--- src/rtl/lpg_pkg.sv ---
// Package for the line pixel generator: widths, command codes and the
// payload, queue-entry and queue-status struct types.
// No dependencies; every other file uses this package.
`timescale 1ns / 1ps

package lpg_pkg;

   // Coordinate width; the derived widths hold every value a line can reach.
   localparam int COORD_BITS = 12;
   localparam int FLAT_BITS  = COORD_BITS + 2;     // 2H
   localparam int DIAG_BITS  = COORD_BITS + 3;     // 2(H - W)
   localparam int ERR_BITS   = 2 * COORD_BITS + 4; // decision variable

   // Queue between front and back; depth must be a power of two, at least 2.
   localparam int QUEUE_DEPTH = 2;
   localparam int QPTR_BITS   = $clog2(QUEUE_DEPTH);
   localparam int QCNT_BITS   = $clog2(QUEUE_DEPTH + 1);

   // Command codes
   localparam logic CMD_START = 1'b0;
   localparam logic CMD_STEP  = 1'b1;

   typedef struct packed {
      logic                  command;
      logic [COORD_BITS-1:0] start_x;
      logic [COORD_BITS-1:0] start_y;
      logic [COORD_BITS-1:0] end_x_in;
      logic [COORD_BITS-1:0] end_y_in;
   } req_type;

   typedef struct packed {
      logic [COORD_BITS-1:0] pixel_x;
      logic [COORD_BITS-1:0] pixel_y;
      logic                  last_pixel;
   } rsp_type;

   // Decoded item as held in the queue
   typedef struct packed {
      logic                  is_step;
      logic                  draws;      // start: more pixels follow
      logic [COORD_BITS-1:0] first_x;
      logic [COORD_BITS-1:0] first_y;
      logic [COORD_BITS-1:0] last_x;
      logic [ERR_BITS-1:0]   err_init;
      logic [FLAT_BITS-1:0]  flat_inc;
      logic [DIAG_BITS-1:0]  diag_inc;
   } work_type;

   typedef struct packed {
      logic     valid;
      work_type work;
   } q_head_type;

endpackage

--- src/rtl/lpg_front.sv ---
// Front end of the line pixel generator: orders the endpoints of a start
// transfer and works out the Bresenham increments and initial error term.
// Depends on lpg_pkg.
`timescale 1ns / 1ps

module lpg_front (
   input  lpg_pkg::req_type  req_data,
   output lpg_pkg::work_type work
);

   localparam int C = lpg_pkg::COORD_BITS;

   logic                           swap;
   logic [C-1:0]                   x0, y0, x1, y1;
   logic [C-1:0]                   w;
   logic [C:0]                     h;
   logic [lpg_pkg::FLAT_BITS-1:0]  flat;
   logic [lpg_pkg::FLAT_BITS-1:0]  h_minus_w;
   logic [lpg_pkg::DIAG_BITS-1:0]  err_short;

   always_comb begin
      swap = (req_data.start_x >= req_data.end_x_in);
      x0   = swap ? req_data.end_x_in : req_data.start_x;
      y0   = swap ? req_data.end_y_in : req_data.start_y;
      x1   = swap ? req_data.start_x  : req_data.end_x_in;
      y1   = swap ? req_data.start_y  : req_data.end_y_in;

      // x1 >= x0 after ordering, so W is never negative
      w         = x1 - x0;
      h         = {1'b0, y1} - {1'b0, y0};
      flat      = {h, 1'b0};
      h_minus_w = {h[C], h} - {2'b00, w};
      err_short = {flat[lpg_pkg::FLAT_BITS-1], flat} - {3'b000, w};

      work.is_step  = (req_data.command == lpg_pkg::CMD_STEP);
      work.draws    = (req_data.start_x != req_data.end_x_in);
      work.first_x  = x0;
      work.first_y  = y0;
      work.last_x   = x1;
      work.flat_inc = flat;
      work.diag_inc = {h_minus_w, 1'b0};
      work.err_init = {{(lpg_pkg::ERR_BITS - lpg_pkg::DIAG_BITS)
                        {err_short[lpg_pkg::DIAG_BITS-1]}}, err_short};
   end

endmodule

--- src/rtl/lpg_queue.sv ---
// Short queue of decoded items between the front and back ends.
// Depends on lpg_pkg.
`timescale 1ns / 1ps

module lpg_queue (
   input  logic                   clock,
   input  logic                   reset,
   input  logic                   push_valid,
   input  lpg_pkg::work_type      push_work,
   output logic                   full,
   input  logic                   pop,
   output lpg_pkg::q_head_type    head
);

   lpg_pkg::work_type              entry_ff [lpg_pkg::QUEUE_DEPTH];
   logic [lpg_pkg::QPTR_BITS-1:0]  wr_ptr_ff, wr_ptr_in;
   logic [lpg_pkg::QPTR_BITS-1:0]  rd_ptr_ff, rd_ptr_in;
   logic [lpg_pkg::QCNT_BITS-1:0]  count_ff, count_in;
   logic                           push;
   logic                           take;

   always_comb begin
      full       = (count_ff == lpg_pkg::QCNT_BITS'(lpg_pkg::QUEUE_DEPTH));
      head.valid = (count_ff != '0);
      head.work  = entry_ff[rd_ptr_ff];
      push       = push_valid && !full;
      take       = pop && head.valid;

      // pointers wrap on their own, depth being a power of two
      wr_ptr_in = push ? wr_ptr_ff + 1'b1 : wr_ptr_ff;
      rd_ptr_in = take ? rd_ptr_ff + 1'b1 : rd_ptr_ff;
      count_in  = count_ff;
      if (push && !take) begin
         count_in = count_ff + 1'b1;
      end else if (take && !push) begin
         count_in = count_ff - 1'b1;
      end
   end

   always_ff @(posedge clock) begin
      if (reset) begin
         wr_ptr_ff <= '0;
         rd_ptr_ff <= '0;
         count_ff  <= '0;
      end else begin
         wr_ptr_ff <= wr_ptr_in;
         rd_ptr_ff <= rd_ptr_in;
         count_ff  <= count_in;
      end
   end

   always_ff @(posedge clock) begin
      if (push) begin
         entry_ff[wr_ptr_ff] <= push_work;
      end
   end

endmodule

--- src/rtl/lpg_engine.sv ---
// Back end of the line pixel generator: holds the line state, runs one
// Bresenham step per step item while drawing and drives the registered result channel.
// Depends on lpg_pkg.
`timescale 1ns / 1ps

module lpg_engine (
   input  logic                 clock,
   input  logic                 reset,
   input  lpg_pkg::q_head_type  head,
   output logic                 pop,
   output logic                 rsp_valid,
   input  logic                 rsp_stall,
   output lpg_pkg::rsp_type     rsp_data
);

   localparam int C = lpg_pkg::COORD_BITS;
   localparam int E = lpg_pkg::ERR_BITS;

   logic [C-1:0]                  cur_x_ff, cur_x_in;
   logic [C-1:0]                  cur_y_ff, cur_y_in;
   logic [C-1:0]                  stop_x_ff, stop_x_in;
   logic [E-1:0]                  err_ff, err_in;
   logic [lpg_pkg::FLAT_BITS-1:0] flat_ff, flat_in;
   logic [lpg_pkg::DIAG_BITS-1:0] diag_ff, diag_in;
   logic                          drawing_ff, drawing_in;
   logic                          rsp_valid_ff, rsp_valid_in;
   lpg_pkg::rsp_type              rsp_data_ff, rsp_data_in;
   logic                          out_free;
   logic                          emit;
   logic [C-1:0]                  step_x;

   always_comb begin
      out_free = !rsp_valid_ff || !rsp_stall;
      pop      = head.valid && out_free;
      step_x   = cur_x_ff + 1'b1;

      cur_x_in    = cur_x_ff;
      cur_y_in    = cur_y_ff;
      stop_x_in   = stop_x_ff;
      err_in      = err_ff;
      flat_in     = flat_ff;
      diag_in     = diag_ff;
      drawing_in  = drawing_ff;
      emit        = 1'b0;
      rsp_data_in = rsp_data_ff;

      if (pop && !head.work.is_step) begin
         cur_x_in    = head.work.first_x;
         cur_y_in    = head.work.first_y;
         stop_x_in   = head.work.last_x;
         err_in      = head.work.err_init;
         flat_in     = head.work.flat_inc;
         diag_in     = head.work.diag_inc;
         drawing_in  = head.work.draws;
         emit        = 1'b1;
         rsp_data_in = '{pixel_x: head.work.first_x, pixel_y: head.work.first_y,
                         last_pixel: !head.work.draws};
      end else if (pop && drawing_ff) begin
         // a step while idle is dropped
         if (err_ff[E-1]) begin
            err_in = err_ff + {{(E - lpg_pkg::FLAT_BITS){flat_ff[lpg_pkg::FLAT_BITS-1]}},
                               flat_ff};
         end else begin
            err_in   = err_ff + {{(E - lpg_pkg::DIAG_BITS){diag_ff[lpg_pkg::DIAG_BITS-1]}},
                                 diag_ff};
            cur_y_in = cur_y_ff + 1'b1;
         end
         cur_x_in    = step_x;
         drawing_in  = (step_x != stop_x_ff);
         emit        = 1'b1;
         rsp_data_in = '{pixel_x: step_x, pixel_y: cur_y_in,
                         last_pixel: (step_x == stop_x_ff)};
      end

      if (emit) begin
         rsp_valid_in = 1'b1;
      end else if (rsp_valid_ff && !rsp_stall) begin
         rsp_valid_in = 1'b0;
      end else begin
         rsp_valid_in = rsp_valid_ff;
      end
   end

   always_ff @(posedge clock) begin
      if (reset) begin
         cur_x_ff     <= '0;
         cur_y_ff     <= '0;
         stop_x_ff    <= '0;
         err_ff       <= '0;
         flat_ff      <= '0;
         diag_ff      <= '0;
         drawing_ff   <= 1'b0;
         rsp_valid_ff <= 1'b0;
      end else begin
         cur_x_ff     <= cur_x_in;
         cur_y_ff     <= cur_y_in;
         stop_x_ff    <= stop_x_in;
         err_ff       <= err_in;
         flat_ff      <= flat_in;
         diag_ff      <= diag_in;
         drawing_ff   <= drawing_in;
         rsp_valid_ff <= rsp_valid_in;
      end
   end

   always_ff @(posedge clock) begin
      rsp_data_ff <= rsp_data_in;
   end

   assign rsp_valid = rsp_valid_ff;
   assign rsp_data  = rsp_data_ff;

endmodule

--- src/rtl/line_pixel_generator.sv ---
// Top level of the line pixel generator: front end, decoded-item queue and
// back end wired together. Depends on lpg_pkg, lpg_front, lpg_queue, lpg_engine.
`timescale 1ns / 1ps
//
//   channel   ports                         direction   payload
//   request   req_valid/req_stall/req_data  in          command + two endpoints
//   response  rsp_valid/rsp_stall/rsp_data  out         pixel x/y + last flag
//
// One request per clock is taken while the queue is not full; a start or a step
// while drawing gives one response, a step while idle gives none.
// With no stalls a request passes the queue write and then the back end's output
// register; the Bresenham step is one add and compare.
// Reset (synchronous, active high) empties the queue and leaves the line idle.
// req_stall is the queue-full flag, so the front keeps taking transfers while a
// result waits on rsp_stall, until the queue is full.

module line_pixel_generator (
   input  logic              clock,
   input  logic              reset,
   input  logic              req_valid,
   output logic              req_stall,
   input  lpg_pkg::req_type  req_data,
   output logic              rsp_valid,
   input  logic              rsp_stall,
   output lpg_pkg::rsp_type  rsp_data
);

   lpg_pkg::work_type    work;   // decoded request
   lpg_pkg::q_head_type  head;   // oldest queued item
   logic                 pop;

   // front: endpoint ordering and increment set-up
   lpg_front u_front (
      .req_data (req_data),
      .work     (work)
   );

   // queue: lets front and back stall independently
   lpg_queue u_queue (
      .clock      (clock),
      .reset      (reset),
      .push_valid (req_valid),
      .push_work  (work),
      .full       (req_stall),
      .pop        (pop),
      .head       (head)
   );

   // back: line state, stepping and result register
   lpg_engine u_engine (
      .clock     (clock),
      .reset     (reset),
      .head      (head),
      .pop       (pop),
      .rsp_valid (rsp_valid),
      .rsp_stall (rsp_stall),
      .rsp_data  (rsp_data)
   );

endmodule

--- config.mk ---
export PLATFORM = sky130hd
export DESIGN_NAME = line_pixel_generator
export DESIGN_NICKNAME = d
export VERILOG_FILES = /design/src/rtl/lpg_pkg.sv /design/src/rtl/lpg_front.sv /design/src/rtl/lpg_queue.sv /design/src/rtl/lpg_engine.sv /design/src/rtl/line_pixel_generator.sv
export SDC_FILE = /design/constraint.sdc
export NUM_CORES = 1
export LEC_CHECK = 0
export BUFFER_PORTS_ARGS = -buffer_cell sky130_fd_sc_hd__buf_2
export CORE_MARGIN = 2
export CORE_UTILIZATION = 55
export DETAILED_ROUTE_END_ITERATION = 8
export PLACE_DENSITY = 0.87
export SYNTH_ARGS = -nofsm -noshare
export SYNTH_HDL_FRONTEND = slang
export SYNTH_SLANG_ARGS = --single-unit
--- constraint.sdc ---
create_clock -name clock -period 5.8 [get_ports clock]
set_input_delay 0.29 -clock clock [delete_from_list [all_inputs] [get_ports clock]]
set_output_delay 0.29 -clock clock [all_outputs]
set_load 0.1 [all_outputs]
==> flow_metrics.env <==
export IMPL_fp_coreArea_sq_um=26800
export IMPL_ys_types=81
export IMPL_slew_viol_final=0
export IMPL_min_path_type="input pin to flip-flop"
export IMPL_dp_slack_ps=-39.9
export IMPL_ys_ff_latch=280
export IMPL_crit_path_end_kind="flip-flop"
export IMPL_yosys_top_cells_area="edfxtp_1, dfxtp_1, ha_1"
export IMPL_die_w_um=169
export IMPL_vias=11300
export IMPL_cp_max_fo=6
export IMPL_dp_hpwl_um=24000
export IMPL_startpoint_type="input pin"
export IMPL_ir_worst_vdd_mv=0.270
export IMPL_firstDrtPassIters=6
export IMPL_hold_viol=0
export IMPL_fin_cells=1862
export IMPL_crit_type="input pin to flip-flop"
export IMPL_syn_to_final_growth_pct=11.4
export IMPL_clk_latency_ps=540
export IMPL_syn_inst=1441
export IMPL_cts_resized_gates=0
export IMPL_mostFrequentLayoutCell="edfxtp_1"
export IMPL_htreeDepth=1
export IMPL_yosysWarnings=0
export IMPL_worst_path_buf_inv=2
export IMPL_antenna_left=0
export IMPL_fill_cells=1965
export IMPL_tightest_slew_ps=1180
export IMPL_syn_avg_cell_area_sq_um=10.3
export IMPL_pwr_share_comb=0.440
export IMPL_crit_required_ps=6160
export IMPL_root_buffer="clkbuf_16"
export IMPL_period_share=0.925
export IMPL_finClkSkew_ps=16.7
export IMPL_grt_max_degree=109
export IMPL_p_sw_w=0.00364
export IMPL_syn_num_nets=1555
export IMPL_setup_viol=0
export IMPL_diodes=0
export IMPL_slowest_stage="o41ai_2"
export IMPL_nets=1614
export IMPL_clock_path_buffers=3
export IMPL_placementRows=60
export IMPL_setup_ws_ps=433
export IMPL_synthFlopType="edfxtp_1"
export IMPL_wl_per_cell_um=18.8
export IMPL_vias_per_cell=6.06
export IMPL_hold_slack_ps=65.8
export IMPL_die_h_um=169
export IMPL_status="completed"
export IMPL_final_cell_mix="edfxtp_1, nand2_1, nor2_1, a21oi_1, dfxtp_1"
export IMPL_antenna_found_initial=1
export IMPL_p_leak_nw=6.27
export IMPL_syn_area_sq_um=14900
export IMPL_drv_cap=0
export IMPL_max_freq_ghz=0.186
export IMPL_rsz0062_at_grt="false"
export IMPL_p_clk_frac=0.194
export IMPL_swShare=0.410
export IMPL_slew_headroom=0.206
export IMPL_io_pins=80
export IMPL_drt_iter0_drc=1199
export IMPL_synth_edf_count=183
export IMPL_yosysSeqAreaShare=0.499
export IMPL_fp_dieArea_sq_um=28400
export IMPL_async_flop_share=0
export IMPL_slowest_delay_ps=430
export IMPL_period_minus_slack_ps=5370
export IMPL_overflow=0
export IMPL_worstPathArrival_ps=5730
export IMPL_p_int_w=0.00524
export IMPL_place_inst=1811
export IMPL_cts_made_buffers=27
export IMPL_track_usage=0.244
export IMPL_p_per_area_nw_per_um2=535
export IMPL_drive_gt1_frac=0.128
export IMPL_seq_power_share=0.366
export IMPL_cts_tree="yes"
export IMPL_critPathTopFamily="compound AO/OA/AOI/OAI gates"
export IMPL_gp_congestion=0.930
export IMPL_initial_core_util=0.556
export IMPL_synth_area_leader_cell="edfxtp_1"
export IMPL_drc=0
export IMPL_clk_pin_slew_worst_paths_ps=60
export IMPL_grt_pass1_vias=10700
export IMPL_postCtsSetupBuffers=0
export IMPL_clkSinkCount=280
export IMPL_numPortBuffers=79
export IMPL_grt_pass1_wl_um=55500
export IMPL_wl_um=35000
export IMPL_synth_top_cell_area_share=0.369
[routing by layer]
metal	routed length, um	share of wire	global-route usage
met1	14500	0.41	0.341
met3	3280	0.094	0.0323
met4	757	0.022	0.0607
met2	16500	0.47	0.406
met5	0	0	0
[stage by stage]
stage          setup TNS, ps  utilization  total power [W]  instance area (sq um)
6_report                   0        0.620          0.00888                  16600
2_1_floorplan              0            -          0.00621                  15000
4_1_cts                    0        0.620          0.00885                  16600
3_5_place_dp           -79.8        0.586          0.00707                  15700
3_3_place_gp               0        0.586          0.00688                  15700
5_1_grt                    0        0.620          0.00935                  16600
[Yosys cell counts (all sizes together) (9+ instances only)]
library cell  instances
a211oi               63
a21o                 20
a21oi               120
buf                  14
clkbuf               51
dfxtp                97
edfxtp              183
ha                   58
inv                  50
maj3                 19
mux2                 13
mux2i                68
nand2               143
nand2b               25
nand3                23
nor2                121
nor2b                29
nor3                 24
o21ai                89
or3                   9
xnor2                63
xor2                 54
[registers in the layout, indices dropped and copies added (netlist names), named ones only]
| signal | count |
|---|---|
| u_engine.flat_ff | 13 |
| u_engine.diag_ff | 14 |
| u_engine.rsp_valid | 1 |
| u_engine.rsp_data | 25 |
| u_engine.stop_x_ff | 12 |
| u_queue.entry_ff | 158 |
| u_queue.count_ff | 2 |
| u_engine.err_ff | 27 |
| u_engine.cur_x_ff | 12 |
| u_engine.drawing_ff | 1 |
| u_queue.wr_ptr_ff | 1 |
| u_queue.rd_ptr_ff | 1 |
| u_engine.cur_y_ff | 12 |
[repair_timing]
item / 4_1_cts / 5_1_grt
endpoints found under the setup margin: 0 / 0
hold endpoints to repair: 2 / 0
hold buffers: 1 / 0
[power by group through the flow]
stage	combinational [W]	clock [W]	sequential (W)
after floorplan	0.00254	0	0.00367
final	0.00390	0.00173	0.00325
after CTS	0.00386	0.00174	0.00325
after detailed placement	0.00380	0	0.00328
after global placement	0.00364	0	0.00324
after global routing	0.00422	0.00183	0.00330
[path summary, 6_finish.rpt]
path                  startpoint                 endpoint  slack [ps]  cells past startpoint
max                 req_data[21]  u_queue.entry_ff[0][12]         430                     25
min                    rsp_stall       u_engine.rsp_valid          70                      3
max reg2reg  u_engine.err_ff[27]      u_engine.err_ff[27]         710                     17
min reg2reg   u_engine.err_ff[1]       u_engine.err_ff[1]         460                      2
[tightest hold or removal path, delay by kind of cell]
kind,cells,cell delay [ps]
AOI/OAI and AO/OA,1,70
buffers and inverters,1,90
and+or+nand+nor,1,90
[layout make-up]
cell class | count | area [sq um] | share of cell area
timing repair buffer | 95 | 520 | 0.0313
tap | 341 | 427 | 0.0257
clock buffer | 41 | 779 | 0.0469
multi-input combinational | 1045 | 7140 | 0.430
inverter | 51 | 195 | 0.0118
clock inverter | 9 | 100 | 0.00603
sequential | 280 | 7440 | 0.448
[cell families (layout without fill, tap and decap cells)]
group	count (synthesis)	after routing	share of synthesized area
compound gates	358	358	0.153
buf+inv	116	196	0.0304
xor+xnor	117	117	0.0688
simple gates	409	409	0.127
mux	81	81	0.0555
flops	280	280	0.499
fa+ha+maj	80	80	0.0658
No activity file was read; power rests on OpenSTA's default activity.
